==> src/sv/i2cbm_pkg.sv <==
// Shared types and constants for the I2C bit-level master.
package i2cbm_pkg;

  typedef enum logic [3:0] {
    PH_IDLE  = 4'd0,
    PH_STA_A = 4'd1,
    PH_STA_B = 4'd2,
    PH_STO_A = 4'd3,
    PH_STO_B = 4'd4,
    PH_WR_LO = 4'd5,
    PH_WR_HI = 4'd6,
    PH_AK_LO = 4'd7,
    PH_AK_HI = 4'd8,
    PH_RD_LO = 4'd9,
    PH_RD_HI = 4'd10,
    PH_MA_LO = 4'd11,
    PH_MA_HI = 4'd12
  } phase_t;

  typedef enum logic [1:0] {
    OP_START = 2'd0,
    OP_STOP  = 2'd1,
    OP_WRITE = 2'd2,
    OP_READ  = 2'd3
  } op_t;

  localparam logic CFG_HALF_PERIOD = 1'b0;
  localparam logic CFG_ACK_POLL    = 1'b1;

  localparam logic [15:0] HALF_PERIOD_RESET = 16'd8;
  localparam logic [7:0]  ACK_POLL_RESET    = 8'd250;
  localparam logic [3:0]  BITS_PER_BYTE     = 4'd8;

  typedef struct packed {
    logic [15:0] half_period_ticks;
    logic [7:0]  ack_poll_limit;
  } cfg_t;

  // Packed so that scl_level sits in bit 0 of the beat.
  typedef struct packed {
    logic [1:0] pad;
    logic       nack_seen;
    logic [7:0] received_data;
    logic       done_res;
    logic       busy_res;
    logic       sda_drive;
    logic       sda_level;
    logic       scl_level;
  } result_t;

endpackage

==> src/sv/i2cbm_seq.sv <==
// Bus sequencer: one tick per accepted beat, state update and result per tick.
module i2cbm_seq (
  input  logic              clk,
  input  logic              rst,
  input  i2cbm_pkg::cfg_t   cfg,
  input  logic              tick,
  input  logic              command_valid,
  input  logic [1:0]        operation,
  input  logic [7:0]        send_data,
  input  logic              reply_nack,
  input  logic              sda_sample,
  output i2cbm_pkg::result_t result
);
  import i2cbm_pkg::*;

  phase_t      phase, phase_next;
  logic [3:0]  bit_count, bit_count_next;
  logic [7:0]  shift_reg, shift_reg_next;
  logic [15:0] half_timer, half_timer_next;
  logic [7:0]  poll_count, poll_count_next;
  logic        scl_reg, scl_reg_next;
  logic        sda_reg, sda_reg_next;
  logic        nack_reg, nack_reg_next;
  logic [7:0]  recv_reg, recv_reg_next;
  logic        ack_choice, ack_choice_next;
  logic        done;
  logic        released;

  logic [15:0] hp;
  logic [7:0]  lim;
  logic [15:0] timer_inc;
  logic        expired;
  logic [7:0]  shift_left;
  logic [3:0]  bit_inc;
  logic [7:0]  poll_inc;

  always_ff @(posedge clk) begin
    if (rst) begin
      phase      <= PH_IDLE;
      bit_count  <= '0;
      shift_reg  <= '0;
      half_timer <= '0;
      poll_count <= '0;
      scl_reg    <= 1'b1;
      sda_reg    <= 1'b1;
      nack_reg   <= 1'b0;
      recv_reg   <= '0;
      ack_choice <= 1'b0;
    end else if (tick) begin
      phase      <= phase_next;
      bit_count  <= bit_count_next;
      shift_reg  <= shift_reg_next;
      half_timer <= half_timer_next;
      poll_count <= poll_count_next;
      scl_reg    <= scl_reg_next;
      sda_reg    <= sda_reg_next;
      nack_reg   <= nack_reg_next;
      recv_reg   <= recv_reg_next;
      ack_choice <= ack_choice_next;
    end
  end

  assign hp         = (cfg.half_period_ticks == '0) ? 16'd1 : cfg.half_period_ticks;
  assign lim        = (cfg.ack_poll_limit == '0) ? 8'd1 : cfg.ack_poll_limit;
  assign timer_inc  = half_timer + 16'd1;
  assign expired    = timer_inc >= hp;
  assign shift_left = {shift_reg[6:0], 1'b0};
  assign bit_inc    = bit_count + 4'd1;
  assign poll_inc   = poll_count + 8'd1;

  always_comb begin
    phase_next      = phase;
    bit_count_next  = bit_count;
    shift_reg_next  = shift_reg;
    half_timer_next = half_timer;
    poll_count_next = poll_count;
    scl_reg_next    = scl_reg;
    sda_reg_next    = sda_reg;
    nack_reg_next   = nack_reg;
    recv_reg_next   = recv_reg;
    ack_choice_next = ack_choice;
    done            = 1'b0;
    case (phase)
      PH_IDLE: begin
        if (command_valid) begin
          bit_count_next  = '0;
          half_timer_next = '0;
          case (op_t'(operation))
            OP_START: begin
              phase_next   = PH_STA_A;
              scl_reg_next = 1'b1;
              sda_reg_next = 1'b1;
            end
            OP_STOP: begin
              phase_next   = PH_STO_A;
              scl_reg_next = 1'b0;
              sda_reg_next = 1'b0;
            end
            OP_WRITE: begin
              shift_reg_next = send_data;
              phase_next     = PH_WR_LO;
              scl_reg_next   = 1'b0;
              sda_reg_next   = send_data[7];
            end
            default: begin
              shift_reg_next  = '0;
              ack_choice_next = reply_nack;
              phase_next      = PH_RD_LO;
              scl_reg_next    = 1'b0;
              sda_reg_next    = 1'b1;
            end
          endcase
        end
      end
      PH_AK_HI: begin
        if (!sda_sample) begin
          nack_reg_next   = 1'b0;
          phase_next      = PH_IDLE;
          half_timer_next = '0;
          scl_reg_next    = 1'b0;
          sda_reg_next    = 1'b1;
          done            = 1'b1;
        end else begin
          poll_count_next = poll_inc;
          if (poll_inc >= lim) begin
            nack_reg_next   = 1'b1;
            phase_next      = PH_STO_A;
            half_timer_next = '0;
            scl_reg_next    = 1'b0;
            sda_reg_next    = 1'b0;
          end
        end
      end
      PH_STA_A, PH_STA_B, PH_STO_A, PH_STO_B, PH_WR_LO, PH_WR_HI, PH_AK_LO,
      PH_RD_LO, PH_RD_HI, PH_MA_LO, PH_MA_HI: begin
        half_timer_next = timer_inc;
        if (expired) begin
          half_timer_next = '0;
          case (phase)
            PH_STA_A: begin
              phase_next   = PH_STA_B;
              scl_reg_next = 1'b1;
              sda_reg_next = 1'b0;
            end
            PH_STA_B: begin
              phase_next   = PH_IDLE;
              scl_reg_next = 1'b0;
              sda_reg_next = 1'b0;
              done         = 1'b1;
            end
            PH_STO_A: begin
              phase_next   = PH_STO_B;
              scl_reg_next = 1'b1;
              sda_reg_next = 1'b0;
            end
            PH_STO_B: begin
              phase_next   = PH_IDLE;
              scl_reg_next = 1'b1;
              sda_reg_next = 1'b1;
              done         = 1'b1;
            end
            PH_WR_LO: begin
              phase_next   = PH_WR_HI;
              scl_reg_next = 1'b1;
            end
            PH_WR_HI: begin
              shift_reg_next = shift_left;
              bit_count_next = bit_inc;
              scl_reg_next   = 1'b0;
              if (bit_inc >= BITS_PER_BYTE) begin
                phase_next   = PH_AK_LO;
                sda_reg_next = 1'b1;
              end else begin
                phase_next   = PH_WR_LO;
                sda_reg_next = shift_left[7];
              end
            end
            PH_AK_LO: begin
              poll_count_next = '0;
              phase_next      = PH_AK_HI;
              scl_reg_next    = 1'b1;
              sda_reg_next    = 1'b1;
            end
            PH_RD_LO: begin
              phase_next   = PH_RD_HI;
              scl_reg_next = 1'b1;
              sda_reg_next = 1'b1;
            end
            PH_RD_HI: begin
              shift_reg_next = {shift_reg[6:0], sda_sample};
              bit_count_next = bit_inc;
              scl_reg_next   = 1'b0;
              if (bit_inc >= BITS_PER_BYTE) begin
                phase_next   = PH_MA_LO;
                sda_reg_next = ack_choice;
              end else begin
                phase_next   = PH_RD_LO;
                sda_reg_next = 1'b1;
              end
            end
            PH_MA_LO: begin
              phase_next   = PH_MA_HI;
              scl_reg_next = 1'b1;
              sda_reg_next = ack_choice;
            end
            default: begin
              recv_reg_next = shift_reg;
              phase_next    = PH_IDLE;
              scl_reg_next  = 1'b0;
              sda_reg_next  = ack_choice;
              done          = 1'b1;
            end
          endcase
        end
      end
      default: begin
        phase_next = PH_IDLE;
      end
    endcase
  end

  assign released = (phase_next == PH_AK_LO) || (phase_next == PH_AK_HI) ||
                    (phase_next == PH_RD_LO) || (phase_next == PH_RD_HI);

  always_comb begin
    result               = '0;
    result.scl_level     = scl_reg_next;
    result.sda_level     = released ? 1'b1 : sda_reg_next;
    result.sda_drive     = !released;
    result.busy_res      = (phase_next != PH_IDLE);
    result.done_res      = done;
    result.received_data = recv_reg_next;
    result.nack_seen     = nack_reg_next;
  end

endmodule

==> src/sv/i2cbm_outbuf.sv <==
// Result register with a skid stage for the output stream.
module i2cbm_outbuf (
  input  logic               clk,
  input  logic               rst,
  input  logic               push,
  input  i2cbm_pkg::result_t push_data,
  output logic               space,
  output logic               out_valid,
  input  logic               out_ready,
  output i2cbm_pkg::result_t out_data
);
  import i2cbm_pkg::*;

  result_t skid_data;
  logic    skid_valid;

  assign space = !skid_valid;

  always_ff @(posedge clk) begin
    if (rst) begin
      out_valid  <= 1'b0;
      skid_valid <= 1'b0;
    end else if (skid_valid) begin
      if (out_ready) begin
        skid_valid <= 1'b0;
      end
    end else if (push) begin
      if (out_valid && !out_ready) begin
        skid_valid <= 1'b1;
      end else begin
        out_valid <= 1'b1;
      end
    end else if (out_ready) begin
      out_valid <= 1'b0;
    end
  end

  always_ff @(posedge clk) begin
    if (skid_valid) begin
      if (out_ready) begin
        out_data <= skid_data;
      end
    end else if (push) begin
      if (out_valid && !out_ready) begin
        skid_data <= push_data;
      end else begin
        out_data <= push_data;
      end
    end
  end

endmodule

==> src/sv/i2c_bit_level_master_unit.sv <==
// Top level of the I2C bit-level master: config registers, sequencer, output buffer.
// Each input beat is one bus tick and yields exactly one result beat; a beat is
// taken every cycle, processed in a single registered pass through the phase
// sequencer, and held in a result register with a one-entry skid stage, so
// s_tready drops only when both are full. SCL timing is counted in beats:
// each timed half period lasts half_period_ticks beats (0 acts as 1), and an
// ACK poll consumes one beat per SDA sample, up to ack_poll_limit polls.
module i2c_bit_level_master_unit (
  input  logic        clk,
  input  logic        rst,
  input  logic        s_tvalid,
  output logic        s_tready,
  input  logic [15:0] s_tdata,   // send_data[7:0], reply_nack[8], sda_sample[9], zero
  input  logic [2:0]  s_tuser,   // command_valid[0], operation[2:1]
  output logic        m_tvalid,
  input  logic        m_tready,
  output logic [15:0] m_tdata,   // scl_level, sda_level, sda_drive, busy_res, done_res,
                                 // received_data[12:5], nack_seen[13], zero
  input  logic        cfg_we,
  input  logic        cfg_addr,
  input  logic [15:0] cfg_wdata
);
  import i2cbm_pkg::*;

  cfg_t    cfg;
  logic    tick;
  result_t result;
  result_t out_data;

  always_ff @(posedge clk) begin
    if (rst) begin
      cfg.half_period_ticks <= HALF_PERIOD_RESET;
      cfg.ack_poll_limit    <= ACK_POLL_RESET;
    end else if (cfg_we) begin
      case (cfg_addr)
        CFG_HALF_PERIOD: cfg.half_period_ticks <= cfg_wdata;
        CFG_ACK_POLL:    cfg.ack_poll_limit    <= cfg_wdata[7:0];
        default:         cfg.ack_poll_limit    <= cfg.ack_poll_limit;
      endcase
    end
  end

  assign tick = s_tvalid && s_tready;

  i2cbm_seq u_seq (
    .clk           (clk),
    .rst           (rst),
    .cfg           (cfg),
    .tick          (tick),
    .command_valid (s_tuser[0]),
    .operation     (s_tuser[2:1]),
    .send_data     (s_tdata[7:0]),
    .reply_nack    (s_tdata[8]),
    .sda_sample    (s_tdata[9]),
    .result        (result)
  );

  i2cbm_outbuf u_outbuf (
    .clk       (clk),
    .rst       (rst),
    .push      (tick),
    .push_data (result),
    .space     (s_tready),
    .out_valid (m_tvalid),
    .out_ready (m_tready),
    .out_data  (out_data)
  );

  assign m_tdata = out_data;

endmodule

==> config.mk <==
export PLATFORM = sky130hd
export DESIGN_NAME = i2c_bit_level_master_unit
export DESIGN_NICKNAME = d
export VERILOG_FILES = /design/src/sv/i2cbm_pkg.sv /design/src/sv/i2cbm_seq.sv /design/src/sv/i2cbm_outbuf.sv /design/src/sv/i2c_bit_level_master_unit.sv
export SDC_FILE = /design/constraint.sdc
export NUM_CORES = 1
export LEC_CHECK = 0
export BUFFER_PORTS_ARGS = -buffer_cell sky130_fd_sc_hd__buf_2
export CORE_MARGIN = 10
export CORE_UTILIZATION = 29
export CTS_CLUSTER_DIAMETER = 50
export DETAILED_ROUTE_END_ITERATION = 8
export GPL_TIMING_DRIVEN = 0
export SYNTH_ARGS = -nofsm -noshare
export SYNTH_HDL_FRONTEND = slang
export SYNTH_SLANG_ARGS = --single-unit
==> constraint.sdc <==
create_clock -name clk -period 4.69 [get_ports clk]
set_clock_uncertainty 0.05 [all_clocks]
set_input_delay 0.938 -clock clk [delete_from_list [all_inputs] [get_ports clk]]
set_output_delay 0.938 -clock clk [all_outputs]
set_load 0.005 [all_outputs]
==> results.tsv, run 1 <==
stage	metric	value	unit
run	cap_viol_max_count	0	
setup_path	setup.worst_path.start_class	register	
synthesis	synth_cells	682	
finish	finalNetCount	810	
power	leakage	2.68	nW
timing	fin_crit	4.47	ns
clock_network	cts_setup_buffers	0	
timing	max_freq	224	MHz
drt	ant_nets	0	
finish	regMostFlops	cfg	
timing	fin_ws	0.216	ns
synthesis	seq_area_frac_synth	41.6	%
status	status	completed	
clock_network	cts-root-buf	clkbuf_16	
power	clkPwrFrac	35.8	%
drt	drtIter0Drc	471	
floorplan	initial_core_util	29.6	%
timing	final.period_utilization	95.4	%
drt	via_per_inst	4.92	
floorplan	die_w	161	µm
setup_path	crit_path_start	u_seq.half_timer[1]	
finish	drive_gt1_share	15.8	%
synthesis	syn_area	5770	µm²
synthesis	yosysTopAreaCell	dfxtp_1	
power	swShare	29.4	%
place	port_buffers	49	
global_routing	globalRouteOverflowTotal	0	
setup_path	worstSetupPathType	reg -> reg	
floorplan	fp.coreArea	19500	µm²
synthesis	ys_top_cells_by_area	dfxtp_1, edfxtp_1, nand2_1	
global_routing	grt_pass1_vias	4820	
floorplan	row_count	51	
setup_path	worstPathArrival	4.53	ns
place	gp_congestion	0.890	
global_routing	antenna_found_initial	0	
clock_network	cts_tree	yes	
power	p_total	2.11	mW
setup_path	r2r_slack	0.22	ns
timing	final_hold_viol_count	0	
timing	setup_viol	0	
timing	maxSlewHeadroom	42.4	%
finish	antenna-diode-count	0	
synthesis	syn_avg_cell_area	8.46	µm²
clock_network	clock_path_buffers	2	
place	dp_hpwl	11.2	mm
floorplan	die_height	161	µm
power	power_frac_seq	48.1	%
finish	fillers	2094	
drt	wirelength	14.6	mm
power	power_density	315	nW/µm²
synthesis	synthFlopType	dfxtp_1	
setup_path	crit_fanout	10	
finish	final_cell_mix	nand2_1, nor2_1, dfxtp_1	
timing	finalMaxSlewViolations	0	
global_routing	gr-usage-all-layers	11.3	%
global_routing	grt_max_degree	21	
timing	rsz0062_at_grt	yes	
clock_network	clk_latency	0.36	ns
global_routing	grt_pass1_wl	24.5	mm
clock_network	cts_max_level	3	
synthesis	synth_top_area_share	27.1	%
synthesis	synth_cell_types	64	
finish	top_regs	cfg x24, u_seq.half_timer x16	
floorplan	dieArea	25900	µm²
setup_path	regToRegStartpoint	u_seq.half_timer[1]	
clock_network	clk_pin_slew	0.08	ns
power	irDropWorstVdd	0.000198	V
power	cell_internal_pwr	1.49	mW
clock_network	cts_made_buffers	9	
setup_path	reg2regPathDepth	17	
finish	final_common_cell	nand2_1	
setup_path	crit_end	u_outbuf.out_data[3]	
setup_path	r2r-end	u_outbuf.out_data[3]	
drt	route.detailed.drc	0	
finish	syn2layout_area_growth	16.4	%
setup_path	end_kind	register	
setup_path	cp.required	4.75	ns
power	power.combinational.fraction	16.1	%
power	power.switching	621	µW
synthesis	ys_async_sr_fraction	0	%
drt	num_vias	4977	
place	placed_cell_area	6350	µm²
drt	drtPass1Iterations	5	
synthesis	synth_edf_count	28	
finish	largest_register_ff_count	24	
drt	wl_per_cell	14.4	µm
finish	design_area	6720	µm²
synthesis	ys_warn_count	0	
min_path	hold_class	reg -> reg	
floorplan	ios	59	
synthesis	synth-seq-cells	106	
place	pre_cts_ws	-0.125	ns
timing	tightest_slew	0.861	ns
clock_network	cts.sinks	106	
## worst min-delay path by stage
stage                        start             end  slack [ns]  cells past startpoint
detailed placement  u_seq.nack_reg  u_seq.nack_reg        0.41                      2
global route        u_seq.nack_reg  u_seq.nack_reg        0.44                      2
global placement            cfg[8]          cfg[8]        0.39                      2
finish                      cfg[8]          cfg[8]        0.41                      2
CTS                 u_seq.nack_reg  u_seq.nack_reg        0.42                      2
floorplan                   cfg[2]          cfg[2]        0.39                      2
## cells in the mapped netlist (all sizes together), types with 4 or more instances
cell    number
mux2        20
nor2        91
a311oi       9
a21oi       55
a21o         4
nor3        17
o22ai        5
nand3b      11
ha          27
mux2i        4
and2         4
dfxtp       78
o211ai       4
clkbuf      26
o21ai       23
and3        11
nor4         6
a211oi       7
inv         28
xnor2       11
nand3       40
a22oi        7
edfxtp      28
nor2b        6
a31oi        4
nand2b       9
xor2        10
nand2       93
buf         10
## per-layer routing
| layer | wire [µm] | GRT usage [%] | vias up | part of all wire (%) |
|---|---|---|---|---|
| met1 | 7270 | 15.1 | 2312 | 50 |
| met5 | 0 | 0 | - | 0 |
| li1 | - | - | 2526 | - |
| met4 | 187 | 3.68 | 0 | 1.3 |
| met2 | 6400 | 17.5 | 126 | 44 |
| met3 | 707 | 2.64 | 13 | 4.9 |
## power groups by stage
stage          combinational (mW)  clock (mW)  sequential (mW)
6_report                    0.341       0.757             1.02
5_1_grt                     0.387       0.808             1.02
4_1_cts                     0.337       0.778             1.01
3_5_place_dp                0.333           0             1.04
3_3_place_gp                0.331           0             1.03
2_1_floorplan               0.228           0             1.03
## final cells by class
cell class,instances,area (µm²),area share (%)
multi-input cells,512,3180,47.3
flip-flops and latches,106,2410,35.8
well taps,265,332,4.94
repair buffers,49,245,3.65
clock buffers,9,225,3.35
plain buffers,35,156,2.33
inverters,29,109,1.62
clock inverters,7,67.6,1.01
## repair_timing
action	4_1_cts	5_1_grt
setup endpoints to repair	12	39
pin swaps	1	2
hold buffers	0	0
endpoints found under the hold margin	0	0
resized for setup	6	11
## critical path, stage by stage (launching register included)
cell,delay (ns)
dfxtp_1,0.38
ha_2,0.23
and3_1,0.23
and3_2,0.25
and3_4,0.23
nand3_2,0.12
nor2_1,0.16
xor2_1,0.24
ha_1,0.29
o21ai_0,0.15
nor2_1,0.06
a2111o_1,0.50
a21o_1,0.24
buf_6,0.16
a211oi_4,0.25
nand2_1,0.09
or3_4,0.34
mux2_4,0.26
## metrics by stage
step | util (%) | std cells | setup TNS [ns] | hold WS, ns
2_1_floorplan | - | 683 | 0 | 0.386
3_3_place_gp | 32.5 | 997 | -0.249 | 0.395
3_5_place_dp | 32.5 | 997 | -0.305 | 0.406
4_1_cts | 34.2 | 1013 | 0 | 0.417
5_1_grt | 34.4 | 1012 | -0.00671 | 0.435
6_report | 34.4 | 1012 | 0 | 0.412
## kinds of logic (layout without fill, tap and decap cells)
family | Yosys count | after routing | synth area share [%]
simple gates | 300 | 300 | 23.9
compound gates | 138 | 138 | 16.0
flops | 106 | 106 | 41.6
buf+inv | 65 | 129 | 4.66
fa+ha+maj | 27 | 27 | 5.85
mux | 24 | 24 | 4.66
xor+xnor | 21 | 21 | 3.19
other cells | 1 | 2 | 0.0650
Power figures use the tool's default switching activity.
==> run 2: changes to the inputs <==
--- a/config.mk
+++ b/config.mk
@@ -6,9 +6,8 @@
 export NUM_CORES = 1
 export LEC_CHECK = 0
 export BUFFER_PORTS_ARGS = -buffer_cell sky130_fd_sc_hd__buf_2
-export CORE_MARGIN = 10
+export CORE_MARGIN = 5
 export CORE_UTILIZATION = 29
-export CTS_CLUSTER_DIAMETER = 50
 export DETAILED_ROUTE_END_ITERATION = 8
 export GPL_TIMING_DRIVEN = 0
 export SYNTH_ARGS = -nofsm -noshare
==> run 2 against run 1 <==
Compared with the run above: worst setup slack worse by 0.020 ns; routed wire length is 0.94% lower; power is 1.6% higher; global-route usage is 1.6 points higher; non-clock buffer count is 1 higher; core utilization is 0.058 points higher; largest power group unchanged; highest routed layer unchanged.
==> results.tsv, run 2 (synthesized netlist as in run 1, its figures left out) <==
stage	metric	value	unit	change
timing	final.period_utilization	95.8	%	was 95.4%
finish	stdcell_count	1013		was 1,012
clock_network	cts-root-buf	clkbuf_16		unchanged
floorplan	dieArea	22800	µm²	was 25,900 µm²
place	place_inst	997		unchanged
min_path	whs_path_depth	2		unchanged
finish	final_common_cell	nand2_1		unchanged
finish	design_area	6730	µm²	was 6720 µm²
floorplan	fp.coreArea	19500	µm²	unchanged
run	cap_viol_max_count	0		unchanged
power	leakage	2.69	nW	was 2.68 nW
timing	tightest_slew	0.838	ns	was 0.861 ns
timing	finalSetupTns	0	ns	unchanged
drt	via_per_inst	4.87		was 4.92
setup_path	crit_fanout	10		unchanged
finish	finish.utilization	34.5	%	was 34.4%
global_routing	gr-usage-all-layers	12.9	%	was 11.3%
setup_path	crit_chain	ha_2 -> and3_2 -> and3_2 -> and3_4 -> nand3_2 -> nor2_1 -> xor2_1 -> ha_1 -> o21ai_0 -> nor2_1 -> a2111o_1 -> a21o_1 -> buf_6 -> a211oi_4 -> nand2_1 -> or3_4 -> mux2_4		was ha_2 -> and3_1 -> and3_2 -> and3_4 -> nand3_2 -> nor2_1 -> xor2_1 -> ha_1 -> o21ai_0 -> nor2_1 -> a2111o_1 -> a21o_1 -> buf_6 -> a211oi_4 -> nand2_1 -> or3_4 -> mux2_4
clock_network	cts_max_level	3		unchanged
timing	max_freq	223	MHz	was 224 MHz
timing	setup_viol	0		unchanged
timing	fin_ws	0.196	ns	was 0.216 ns
clock_network	cts_made_buffers	9		unchanged
setup_path	end_kind	register		unchanged
finish	finalNetCount	811		was 810
setup_path	cp.required	4.75	ns	about the same
clock_network	cts_tree	yes		unchanged
place	dp_hpwl	10.9	mm	was 11.2 mm
finish	top_regs	cfg x24, u_seq.half_timer x16		unchanged
power	power_density	319	nW/µm²	was 315 nW/µm²
place	gp_congestion	0.951		was 0.890
timing	finalMaxSlewViolations	0		unchanged
global_routing	antenna_found_initial	0		unchanged
clock_network	clock_path_buffers	2		unchanged
power	irDropWorstVdd	0.000216	V	was 0.000198 V
place	placed_cell_area	6350	µm²	unchanged
finish	final_cell_mix	nand2_1, nor2_1, dfxtp_1		unchanged
finish	syn2layout_area_growth	16.6	%	was 16.4%
drt	wirelength	14.4	mm	was 14.6 mm
clock_network	clk_latency	0.36	ns	about the same
setup_path	crit_family	simple AND/OR/NAND/NOR gates		unchanged
global_routing	grt_max_degree	20		was 21
place	port_buffers	49		unchanged
power	power_frac_seq	47.3	%	was 48.1%
power	clkPwrFrac	36.8	%	was 35.8%
setup_path	reg2regPathDepth	17		unchanged
finish	drive_gt1_share	16.0	%	was 15.8%
floorplan	row_count	51		unchanged
setup_path	cp_slowest_cell	a2111o_1		unchanged
timing	maxSlewHeadroom	43.9	%	was 42.4%
drt	drtIter0Drc	289		was 471
power	power.combinational.fraction	15.9	%	was 16.1%
place	pre_cts_ws	-0.130	ns	was -0.125 ns
drt	route.detailed.drc	0		unchanged
drt	drtPass1Iterations	5		unchanged
power	p_total	2.15	mW	was 2.11 mW
floorplan	die_w	151	µm	was 161 µm
drt	ant_nets	0		unchanged
global_routing	grt_pass1_wl	23.7	mm	was 24.5 mm
finish	regMostFlops	cfg		unchanged
finish	largest_register_ff_count	24		unchanged
floorplan	die_height	151	µm	was 161 µm
timing	hold_slack	0.410	ns	was 0.412 ns
floorplan	ios	59		unchanged
clock_network	cts.sinks	106		unchanged
power	cell_internal_pwr	1.54	mW	was 1.49 mW
drt	num_vias	4933		was 4,977
setup_path	worstSetupPathType	reg -> reg		unchanged
timing	final_hold_viol_count	0		unchanged
drt	wl_per_cell	14.2	µm	was 14.4 µm
status	status	completed		unchanged
power	power.switching	609	µW	was 621 µW
global_routing	globalRouteOverflowTotal	0		unchanged
setup_path	critPathBufInv	1		unchanged
setup_path	crit_cells	17		unchanged
global_routing	grt_pass1_vias	4661		was 4,820
setup_path	crit_path_max_incr_delay	0.50	ns	about the same
timing	fin_crit	4.49	ns	was 4.47 ns
timing	rsz0062_at_grt	no		was yes
power	swShare	28.4	%	was 29.4%
clock_network	clk_pin_slew	0.07	ns	was 0.08 ns
floorplan	initial_core_util	29.6	%	unchanged
setup_path	setup.worst_path.start_class	register		unchanged
min_path	hold_class	reg -> reg		unchanged
finish	antenna-diode-count	0		unchanged
setup_path	worstPathArrival	4.55	ns	was 4.53 ns
[run 2: final cells by class]
class,count,area (µm²)
fillers,2089,12800
well taps,265,332
multi-input cells,512,3160
clock inverters,7,83.8
repair buffers,50,253
plain buffers,35,158
clock buffers,9,225
inverters,29,109
flip-flops and latches,106,2400
[run 2: metal layers]
metal	vias to the layer above	part of all wire, %	global-route usage [%]
met5	-	0	0
met4	0	1.5	3.76
met3	17	4.3	2.48
met2	112	44	19.8
met1	2276	50	18.4
li1	2528	-	-
[run 2: worst reg2reg max path: stages, from the launching register on]
cell      delay [ns]
dfxtp_2         0.39
ha_2            0.24
and3_2          0.24
and3_2          0.24
and3_4          0.23
nand3_2         0.12
nor2_1          0.15
xor2_1          0.22
ha_1            0.29
o21ai_0         0.15
nor2_1          0.06
a2111o_1        0.50
a21o_1          0.24
buf_6           0.16
a211oi_4        0.28
nand2_1         0.09
or3_4           0.34
mux2_4          0.26
[run 2: final timing paths]
path | start | endpoint | slack (ns)
hold reg to reg | cfg[0] | cfg[0] | 0.41
setup / recovery | u_seq.half_timer[0] | u_outbuf.out_data[3] | 0.20
setup reg to reg | u_seq.half_timer[0] | u_outbuf.out_data[3] | 0.20
hold / removal | cfg[0] | cfg[0] | 0.41
[run 2: what timing repair did]
item | CTS | global route
hold buffers | 0 | 0
setup endpoints to repair | 5 | 22
pin swaps | 1 | 1
gates resized for setup | 7 | 9
buffers inserted | 0 | 1
[run 2: power by group through the flow]
stage	Combinational [mW]	Clock, mW	Sequential (mW)
3_3_place_gp	0.333	0	1.03
5_1_grt	0.383	0.852	1.02
4_1_cts	0.338	0.814	1.01
6_report	0.342	0.791	1.01
3_5_place_dp	0.333	0	1.04
2_1_floorplan	0.228	0	1.03
